File: config.mk
export PLATFORM = sky130hd
export DESIGN_NAME = indexed_deque_buffer
export DESIGN_NICKNAME = d
export VERILOG_FILES = /design/src/sv/idb_pkg.sv /design/src/sv/idb_cell.sv /design/src/sv/indexed_deque_buffer.sv
export SDC_FILE = /design/constraint.sdc
export NUM_CORES = 2
export LEC_CHECK = 0
export ABC_CLOCK_PERIOD_IN_PS = 20700
export BUFFER_PORTS_ARGS = -buffer_cell sky130_fd_sc_hd__buf_2
export CORE_MARGIN = 2
export CORE_UTILIZATION = 25
export DETAILED_ROUTE_END_ITERATION = 7
export PLACE_DENSITY = 0.36
export SLEW_MARGIN = 20
export SYNTH_ARGS = -nofsm -noshare
export SYNTH_HDL_FRONTEND = slang
export SYNTH_HIERARCHICAL = 1
export SYNTH_SLANG_ARGS = --single-unit
File: constraint.sdc
create_clock -name clk -period 20.7 [get_ports clk]
set_input_delay 1.035 -clock clk [delete_from_list [all_inputs] [get_ports clk]]
set_output_delay 1.035 -clock clk [all_outputs]
set_load 0.05 [all_outputs]
File: src/sv/idb_pkg.sv
// idb_pkg: shared types, sizes and operation/status codes for the indexed
// deque buffer. No dependencies; used by the cell, the top level and the checker.
package idb_pkg;

  localparam int CAPACITY   = 16;
  localparam int WORD_WIDTH = 32;
  localparam int IDX_W      = (CAPACITY > 1) ? $clog2(CAPACITY) : 1;
  localparam int CNT_W      = $clog2(CAPACITY + 1);

  // stream word widths
  localparam int IN_DATA_W  = 40;
  localparam int IN_USER_W  = 8;
  localparam int OUT_DATA_W = 40;

  typedef logic [WORD_WIDTH-1:0] word_t;
  typedef logic [IDX_W-1:0]      idx_t;
  typedef logic [CNT_W-1:0]      cnt_t;

  typedef enum logic [2:0] {
    OP_PUSH_BACK  = 3'd0,
    OP_PUSH_FRONT = 3'd1,
    OP_POP_BACK   = 3'd2,
    OP_POP_FRONT  = 3'd3,
    OP_READ       = 3'd4,
    OP_WRITE      = 3'd5,
    OP_REMOVE     = 3'd6,
    OP_INSERT     = 3'd7
  } op_t;

  typedef enum logic [1:0] {
    ST_OK     = 2'd0,
    ST_EMPTY  = 2'd1,
    ST_FULL   = 2'd2,
    ST_BADIDX = 2'd3
  } status_t;

  // what the row of cells does this cycle
  typedef enum logic [1:0] {
    CMD_NONE   = 2'd0,
    CMD_WRITE  = 2'd1,   // load word at pos
    CMD_INSERT = 2'd2,   // cells above pos take left neighbor, pos loads word
    CMD_DELETE = 2'd3    // cells at or above pos take right neighbor
  } cmd_mode_t;

  typedef struct packed {
    cmd_mode_t mode;
    idx_t      pos;
    word_t     word;
  } cell_cmd_t;

endpackage

File: src/sv/idb_cell.sv
// idb_cell: one storage cell of the buffer row. Holds one word and, on the
// broadcast command, holds, loads or takes a neighbor's word. Uses idb_pkg.
module idb_cell (
  input  logic               clk,
  input  idb_pkg::idx_t      my_pos,
  input  idb_pkg::cell_cmd_t cmd,
  input  idb_pkg::word_t     left_word,
  input  idb_pkg::word_t     right_word,
  output idb_pkg::word_t     word
);

  idb_pkg::word_t word_next;

  always_comb begin
    word_next = word;
    case (cmd.mode)
      idb_pkg::CMD_WRITE: begin
        if (my_pos == cmd.pos) word_next = cmd.word;
      end
      idb_pkg::CMD_INSERT: begin
        if (my_pos == cmd.pos)     word_next = cmd.word;
        else if (my_pos > cmd.pos) word_next = left_word;
      end
      idb_pkg::CMD_DELETE: begin
        if (my_pos >= cmd.pos) word_next = right_word;
      end
      default: word_next = word;
    endcase
  end

  always_ff @(posedge clk) begin
    word <= word_next;
  end

endmodule

File: src/sv/indexed_deque_buffer.sv
// indexed_deque_buffer: top level, a dense ordered list kept in a row of
// idb_cell cells with a count, a range-removal sequencer and an output skid.
// Depends on idb_pkg and idb_cell.
//
// Usage:
//   Slave channel (s_*) takes one operation word: s_tuser holds the op code,
//   s_tdata holds value, index and index_end. Master channel (m_*) returns
//   exactly one result word per operation: the word popped or read (zero
//   otherwise), the count after the operation and a status.
//   Result: the word is registered into the output register, or into the
//   skid register when the output register still holds a word.
//   Throughput: one operation per cycle while the skid register is empty,
//   for every op but a range removal. A removal of n entries shifts the cell
//   row left by one position per cycle, and no next operation is accepted
//   until those shifts are done. The removal's result is registered when
//   the removal is accepted.
//   Stall: a result word waits in the output register; one more result can
//   be taken into a skid register, after which s_tready drops until the
//   receiver takes a word.
//   Reset: count clears to zero and both output registers empty. The cell
//   contents are not cleared; only positions below the count are ever read.
module indexed_deque_buffer (
  input  logic                           clk,
  input  logic                           rst,
  input  logic                           s_tvalid,
  output logic                           s_tready,
  // [31:0] value, [35:32] index, [39:36] index_end
  input  logic [idb_pkg::IN_DATA_W-1:0]  s_tdata,
  // [2:0] op
  input  logic [idb_pkg::IN_USER_W-1:0]  s_tuser,
  output logic                           m_tvalid,
  input  logic                           m_tready,
  // [31:0] value_out, [36:32] count, [38:37] status
  output logic [idb_pkg::OUT_DATA_W-1:0] m_tdata
);

  typedef enum logic [1:0] {
    S_IDLE  = 2'b01,
    S_SHIFT = 2'b10
  } state_t;

  state_t         state, state_next;
  idb_pkg::cnt_t  count, count_next;
  idb_pkg::cnt_t  shift_left, shift_left_next;   // removal steps still due
  idb_pkg::idx_t  shift_pos, shift_pos_next;

  logic                           skid_valid;
  logic [idb_pkg::OUT_DATA_W-1:0] skid_data;
  logic [idb_pkg::OUT_DATA_W-1:0] res_data;

  idb_pkg::cell_cmd_t cmd;
  idb_pkg::word_t     cell_word [idb_pkg::CAPACITY];

  // unpack the operation word
  idb_pkg::op_t   op;
  logic [31:0]    in_value;
  logic [3:0]     in_index;
  logic [3:0]     in_end;
  assign op       = idb_pkg::op_t'(s_tuser[2:0]);
  assign in_value = s_tdata[31:0];
  assign in_index = s_tdata[35:32];
  assign in_end   = s_tdata[39:36];

  logic accept, take;
  assign s_tready = (state == S_IDLE) && !skid_valid;
  assign accept   = s_tvalid && s_tready;
  assign take     = m_tvalid && m_tready;

  // operation decode, evaluated against the current count
  logic              full, empty, idx_in_range, end_past;
  idb_pkg::status_t  status;
  logic              rd_en;
  idb_pkg::idx_t     rd_addr;
  idb_pkg::word_t    rd_word;
  idb_pkg::cell_cmd_t op_cmd;
  idb_pkg::cnt_t     op_count;
  idb_pkg::cnt_t     span;
  logic [31:0]       value_out;

  assign full         = (count == idb_pkg::CAPACITY[idb_pkg::CNT_W-1:0]);
  assign empty        = (count == '0);
  assign idx_in_range = (32'(in_index) < 32'(count));
  assign end_past     = (32'(in_end) >= 32'(count));
  assign span         = idb_pkg::CNT_W'(32'(in_end) - 32'(in_index) + 32'd1);

  always_comb begin
    status      = idb_pkg::ST_OK;
    rd_en       = 1'b0;
    rd_addr     = '0;
    op_cmd.mode = idb_pkg::CMD_NONE;
    op_cmd.pos  = '0;
    op_cmd.word = idb_pkg::word_t'(in_value);
    op_count    = count;
    case (op)
      idb_pkg::OP_PUSH_BACK, idb_pkg::OP_PUSH_FRONT, idb_pkg::OP_INSERT: begin
        if (full) begin
          status = idb_pkg::ST_FULL;
        end else begin
          op_count = count + 1'b1;
          if (op == idb_pkg::OP_PUSH_FRONT) begin
            op_cmd.mode = idb_pkg::CMD_INSERT;
            op_cmd.pos  = '0;
          end else if (op == idb_pkg::OP_INSERT && idx_in_range) begin
            op_cmd.mode = idb_pkg::CMD_INSERT;
            op_cmd.pos  = idb_pkg::IDX_W'(in_index);
          end else begin
            // append at the back
            op_cmd.mode = idb_pkg::CMD_WRITE;
            op_cmd.pos  = count[idb_pkg::IDX_W-1:0];
          end
        end
      end
      idb_pkg::OP_POP_BACK: begin
        if (empty) begin
          status = idb_pkg::ST_EMPTY;
        end else begin
          op_count = count - 1'b1;
          rd_en    = 1'b1;
          rd_addr  = op_count[idb_pkg::IDX_W-1:0];
        end
      end
      idb_pkg::OP_POP_FRONT: begin
        if (empty) begin
          status = idb_pkg::ST_EMPTY;
        end else begin
          op_count    = count - 1'b1;
          rd_en       = 1'b1;
          rd_addr     = '0;
          op_cmd.mode = idb_pkg::CMD_DELETE;
          op_cmd.pos  = '0;
        end
      end
      idb_pkg::OP_READ: begin
        if (!idx_in_range) begin
          status = idb_pkg::ST_BADIDX;
        end else begin
          rd_en   = 1'b1;
          rd_addr = idb_pkg::IDX_W'(in_index);
        end
      end
      idb_pkg::OP_WRITE: begin
        if (!idx_in_range) begin
          status = idb_pkg::ST_BADIDX;
        end else begin
          op_cmd.mode = idb_pkg::CMD_WRITE;
          op_cmd.pos  = idb_pkg::IDX_W'(in_index);
        end
      end
      idb_pkg::OP_REMOVE: begin
        // reversed range: nothing changes, status ok
        if (in_end >= in_index) begin
          if (end_past) begin
            status = idb_pkg::ST_BADIDX;
          end else begin
            op_count    = count - span;
            op_cmd.mode = idb_pkg::CMD_DELETE;
            op_cmd.pos  = idb_pkg::IDX_W'(in_index);
          end
        end
      end
      default: status = idb_pkg::ST_OK;
    endcase
  end

  // single read port onto the cell row
  assign rd_word   = cell_word[rd_addr];
  assign value_out = rd_en ? 32'(rd_word) : 32'd0;
  assign res_data  = {1'b0, status, op_count, value_out};

  // removal sequencer and broadcast command
  always_comb begin
    state_next      = state;
    count_next      = count;
    shift_left_next = shift_left;
    shift_pos_next  = shift_pos;
    cmd.mode        = idb_pkg::CMD_NONE;
    cmd.pos         = '0;
    cmd.word        = op_cmd.word;
    case (state)
      S_IDLE: begin
        if (accept) begin
          cmd        = op_cmd;
          count_next = op_count;
          if (op == idb_pkg::OP_REMOVE && op_cmd.mode == idb_pkg::CMD_DELETE &&
              span > idb_pkg::CNT_W'(1)) begin
            shift_left_next = span - 1'b1;
            shift_pos_next  = op_cmd.pos;
            state_next      = S_SHIFT;
          end
        end
      end
      S_SHIFT: begin
        // advance the removal by one position
        cmd.mode        = idb_pkg::CMD_DELETE;
        cmd.pos         = shift_pos;
        shift_left_next = shift_left - 1'b1;
        if (shift_left == idb_pkg::CNT_W'(1)) state_next = S_IDLE;
      end
      default: state_next = S_IDLE;
    endcase
  end

  always_ff @(posedge clk) begin
    if (rst) begin
      state      <= S_IDLE;
      count      <= '0;
      shift_left <= '0;
    end else begin
      state      <= state_next;
      count      <= count_next;
      shift_left <= shift_left_next;
    end
    shift_pos <= shift_pos_next;
  end

  // row of cells, each wired to its neighbors
  for (genvar i = 0; i < idb_pkg::CAPACITY; i++) begin : g_cell
    idb_pkg::word_t left_w, right_w;
    if (i == 0) begin : g_first
      assign left_w = '0;
    end else begin : g_mid_l
      assign left_w = cell_word[i-1];
    end
    if (i == idb_pkg::CAPACITY - 1) begin : g_last
      assign right_w = '0;
    end else begin : g_mid_r
      assign right_w = cell_word[i+1];
    end
    idb_cell u_cell (
      .clk        (clk),
      .my_pos     (idb_pkg::IDX_W'(i)),
      .cmd        (cmd),
      .left_word  (left_w),
      .right_word (right_w),
      .word       (cell_word[i])
    );
  end

  // output register with one skid word behind it
  always_ff @(posedge clk) begin
    if (rst) begin
      m_tvalid   <= 1'b0;
      skid_valid <= 1'b0;
    end else begin
      if (take) begin
        if (skid_valid) begin
          m_tdata    <= skid_data;
          skid_valid <= 1'b0;
        end else if (accept) begin
          m_tdata <= res_data;
        end else begin
          m_tvalid <= 1'b0;
        end
      end else if (accept) begin
        if (m_tvalid) begin
          skid_data  <= res_data;
          skid_valid <= 1'b1;
        end else begin
          m_tdata  <= res_data;
          m_tvalid <= 1'b1;
        end
      end
    end
  end

endmodule

# Word-level counts from Yosys, hierarchy flattened
# Index checks and enable logic that the tools add are counted.
[op_classes] n_bitwise=3 reduce_logical=42 add_sub_neg=7 n_div=0 muxes=128 shifts=0 n_lt_le_gt_ge=37 n_eq_ne=84 n_mul=0
[op_table] cell="two-way mux 32 bit" count=68
[op_table] cell="one-hot mux 32 bit (3 select lines)" count=16
[op_table] cell="two-way mux 40 bit" count=5
[op_table] cell="binary-select mux 32 bit (select 4 bit)" count=1
[op_table] cell="AND reduction 4 bit" count=18
[op_table] cell="!= test 2 x 1 -> 1 bit, second input constant" count=34
[op_table] cell="!= test 3 x 1 -> 1 bit, second input constant" count=16
[op_table] cell="two-way mux 38 bit" count=1
[op_table] cell="two-way mux 6 bit" count=6
[op_table] cell="two-way mux 5 bit" count=7
[op_table] cell="== test 4 bit, first input constant" count=8
[op_table] cell="greater-or-equal comparator 4 bit, first input constant" count=8
[op_table] cell="> comparator 4 bit, first input constant" count=8
[op_table] cell="one-hot mux 6 bit (4 select lines)" count=1
[op_table] cell="== test 3 x 4 -> 1 bit, first input constant" count=4
[op_table] cell="greater-or-equal comparator 3 x 4 -> 1 bit, first input constant" count=4
[op_table] cell="> comparator 3 x 4 -> 1 bit, first input constant" count=4
[op_table] cell="one-hot mux 5 bit (3 select lines)" count=1
[op_table] cell="subtractor 5 x 1 -> 5 bit, second input constant" count=3
[op_table] cell="two-way mux 2 bit" count=7
[op_table] cell="== test 3 bit, second input constant" count=4
[op_table] cell="one-hot mux 6 bit (2 select lines)" count=1
[op_table] cell="AND reduction 3 bit" count=4
[op_table] cell="one-hot mux 5 bit (2 select lines)" count=1
[op_table] cell="other kinds (40)" count=71
[totals] ramBits=0 memories=0 rom_bits=0 register_bits=609 word_cells=325 latchBits=0 out_inout_bits=42 inputBits=52

# Depth between registers and ports, before layout
[depth] word_depth=12 depth_mapped=17 mapped_depth_nobuf=14

# Cells and area by module
# Netlist, hierarchy kept.
[modules_own_cells] mod="idb_cell" instances=16 seq_area_each_um2=960.9 cells_per_inst=198 area_per_inst_um2=2314.7
[modules_own_cells] mod="indexed_deque_buffer" instances=1 seq_area_each_um2=2742.6 cells_per_inst=1013 area_per_inst_um2=10142.2

# Worst setup path before layout
# No wires, ideal clock.
[synth_path] kind="input -> register" from="input port s_tdata[32] (netlist bit)" to="register g_cell[2].u_cell.word[0], enable pin" setup_slack_ns=13.636 arrival_time_ns=6.598 path_buffers=2 cell_stages=12 t_required_ns=20.234 setup_ns=0.466 cell_sequence="inv_1 -> ha_1 -> nand2b_1 -> a21oi_1 -> o21bai_1 -> a32o_1 -> o21ai_0 -> a21oi_1 -> buf_2 -> clkbuf_1 -> a21oi_1 -> o21ai_0"
[synth_lines] element="start: declaration" line="indexed_deque_buffer.sv:28" text="input logic [idb_pkg::IN_DATA_W-1:0] s_tdata,"
[synth_lines] element="end signal: assignment" line="idb_cell.sv:32" text="word <= word_next;"
[synth_lines] element="end: declaration" line="idb_cell.sv:9" text="output idb_pkg::word_t word"

==> results_dict.tcl <==
set metrics [dict create \
    tightest_slew_ns 1.18 \
    ys_seq_area_frac 0.384 \
    async_flop_share 0 \
    cts_setup_buffers 0 \
    crit_path_max_fanout 108 \
    cpMostUsedCell "buf_4" \
    yosys.area.top_type "edfxtp_1" \
    use_met2 0.249 \
    hp-class "reg -> reg" \
    cts_resized 0 \
    fin_cells 6680 \
    globalRoute.totalOverflow 0 \
    powerDensity_mw_per_mm2 77.0 \
    critical_path_required_ns 21.13 \
    dp_hpwl_um 110000 \
    synth_edf_count 594 \
    antenna_found_initial 12 \
    top_usage_layer "met1" \
    crit_buf_inv 4 \
    routedWlPerCell_um 25.2 \
    synth_cell_types 72 \
    synth_flop_cell "edfxtp_1" \
    netlist_area_mm2 0.0472 \
    start_util 0.251 \
    grt_pass1_wl_um 249000 \
    track_usage 0.169 \
    max_stage_delay_ns 0.81 \
    synth_common_cells "mux2i_1 (788), edfxtp_1 (594), nand2b_1 (520)" \
    pin_count 94 \
    grt_max_degree 241 \
    hold_start "shift_left[4]$_SDFFE_PP0P_" \
    syn_avg_cell_area_um2 11.3 \
    maxCapViolCount 0 \
    path_clk_slew_ns 0.06 \
    drc 0 \
    place_inst 6532 \
    hold_viol 0 \
    use_met1 0.256 \
    critPathTopFamily "buffers and inverters" \
    setup_ws_ns 14.34 \
    numCtsBuffers 83 \
    drt_wl_total_um 168000 \
    die_w_um 438 \
    pre_cts_slack_ns 13.64 \
    drtPass1Iterations 6 \
    clkSinkCount 608 \
    hold_buffers 0 \
    drive_gt1_frac 0.0942 \
    fillerInstances 19394 \
    yosys_warnings 6 \
    yosysMostFrequentCell "mux2i_1" \
    status "finished clean" \
    ys_ff_latch 608 \
    syn_inst 4181 \
    place_congestion 0.771 \
    setup_tns_ns 0 \
    cp_slowest_cell "buf_4" \
    dieArea_mm2 0.192 \
    cp-start-kind "flip-flop" \
    slew_violations 0 \
    endpoint_kind "flip-flop" \
    p_int_mw 2.69 \
    clk_path_buf_depth 3 \
    vias 34942 \
    ant_nets 0 \
    syn2layout_area_growth_pct 9.55 \
    first_global_vias 33835 \
    p_sw_frac 0.324 \
    final.setup_skew_ns 0.0236 \
    p_clk_frac 0.351 \
    vdd_drop_max_v 0.0000582 \
    fin_crit_ns 6.36 \
    drtIter0Drc 3021 \
    power.switching_mw 1.29 \
    cts-root-buf "clkbuf_16" \
    whs_ns 0.466 \
    row_count 159 \
    finalPower_mw 3.98 \
    worstPathCellList "inv_1, ha_1, nor3_1, o21ai_1, a21oi_1, a32o_1, o21ai_0, a21oi_4, buf_4, buf_4, buf_4, nand3b_1, mux2i_1, a221o_1" \
    setup_violations 0 \
    leakage_nw 16.2 \
    reg2reg_from "count[3]$_SDFFE_PP0P_" \
    crit_type "reg -> reg" \
    cp.arrival_ns 6.79 \
    rsz0062_at_grt "no" \
    p_comb_frac 0.254 \
    die_h_um 438 \
    numPortBuffers 87 \
    yosys.area.top_type_share 0.378 \
    crit_start "count[3]$_SDFFE_PP0P_" \
    sequentialPowerShare 0.394 \
    cts_tree "done" \
    relSlewSlack 0.216 \
    vias_per_cell 5.23 \
    fmax_mhz 157 \
    finalCritPeriodShare 0.307 \
    insertion_delay_ns 0.69 \
    yosys-top-cells-area "edfxtp_1 (38%), mux2i_1 (17%), a221o_1 (11%)" \
    use_met3 0.0251 \
    h-tree-depth 3 \
    nNetsFinal 4270 \
    design.core.area_mm2 0.188 \
]
## logic make-up after synthesis
logic type | Yosys count | share of synthesized area
AND/OR/NAND/NOR | 1283 | 0.178
multiplexers | 828 | 0.185
AO/OA/AOI/OAI | 810 | 0.153
flip-flops | 608 | 0.384
buffers and inverters | 543 | 0.0704
adder cells (fa/ha/maj) | 96 | 0.0259
XOR/XNOR | 11 | 0.00233
other | 2 | 0.000159
## tightest hold or removal path: stages (launching register included)
cell and delay, ns:
dfxtp_1 0.31, nand2_1 0.05, o21ai_0 0.06
## path summary, 6_finish.rpt
check	cells past startpoint	to	slack, ns
worst max register to register	14	g_cell[10].u_cell/word[4]$_DFFE_PP_	14.34
worst min register to register	2	shift_left[4]$_SDFFE_PP0P_	0.47
worst min-delay path	2	shift_left[4]$_SDFFE_PP0P_	0.47
worst max-delay path	14	g_cell[10].u_cell/word[4]$_DFFE_PP_	14.34
## layer usage
layer  wire length, um  up-vias
li1                  -    16148
met1             84800    17628
met2             71500      981
met3              8640      169
met4              3270       16
met5               102        -
## power by group through the flow
stage	clock, mW	sequential, mW	combinational [mW]
2_1_floorplan	0	1.59	0.722
3_3_place_gp	0	1.59	1.00
3_5_place_dp	0	1.59	1.01
4_1_cts	1.46	1.57	1.02
5_1_grt	1.49	1.58	1.10
6_report	1.40	1.57	1.01
## layout make-up
| cell class | instances | area (um^2) | share of cell area |
|---|---|---|---|
| timing repair buffer | 161 | 1060 | 0.0205 |
| clock inverter | 31 | 248 | 0.00479 |
| inverter | 111 | 417 | 0.00806 |
| tap | 2495 | 3120 | 0.0604 |
| antenna | 2 | 5.00 | 0.0000968 |
| sequential | 608 | 18100 | 0.351 |
| clock buffer | 115 | 2240 | 0.0433 |
| multi-input combinational | 3157 | 26500 | 0.512 |
## cell usage in the layout (no fill, tap or decap), drive strengths merged, types with 18 or more instances in the layout
master and count:
mux2i 788, edfxtp 594, nand2b 520, a221o 515, nand3b 513, buf 161, conb 129, clkbuf 115
inv 114, o21ai 99, ha 93, nor2 56, nand2 54, nor3 44, a21oi 38, mux4 36
o22ai 31, o31ai 30, nand3 24, clkinv 24, nor2b 23, a211oi 20, and2 18
## sequential cells by signal, indices dropped and copies added, names as in the netlist
name and cells:
skid_data 39, m_tvalid 1, state 2, m_tdata 39, shift_left 5, count 5
skid_valid 1, shift_pos 4, g_cell.u_cell/word 512
## per-stage QoR
stage | util | area, um^2
final | 0.276 | 51700
after global routing | 0.275 | 51700
after CTS | 0.275 | 51700
after detailed placement | 0.262 | 49200
after global placement | 0.262 | 49200
after floorplan | - | 47700
Note: power is estimated with default switching activity, not from simulation.
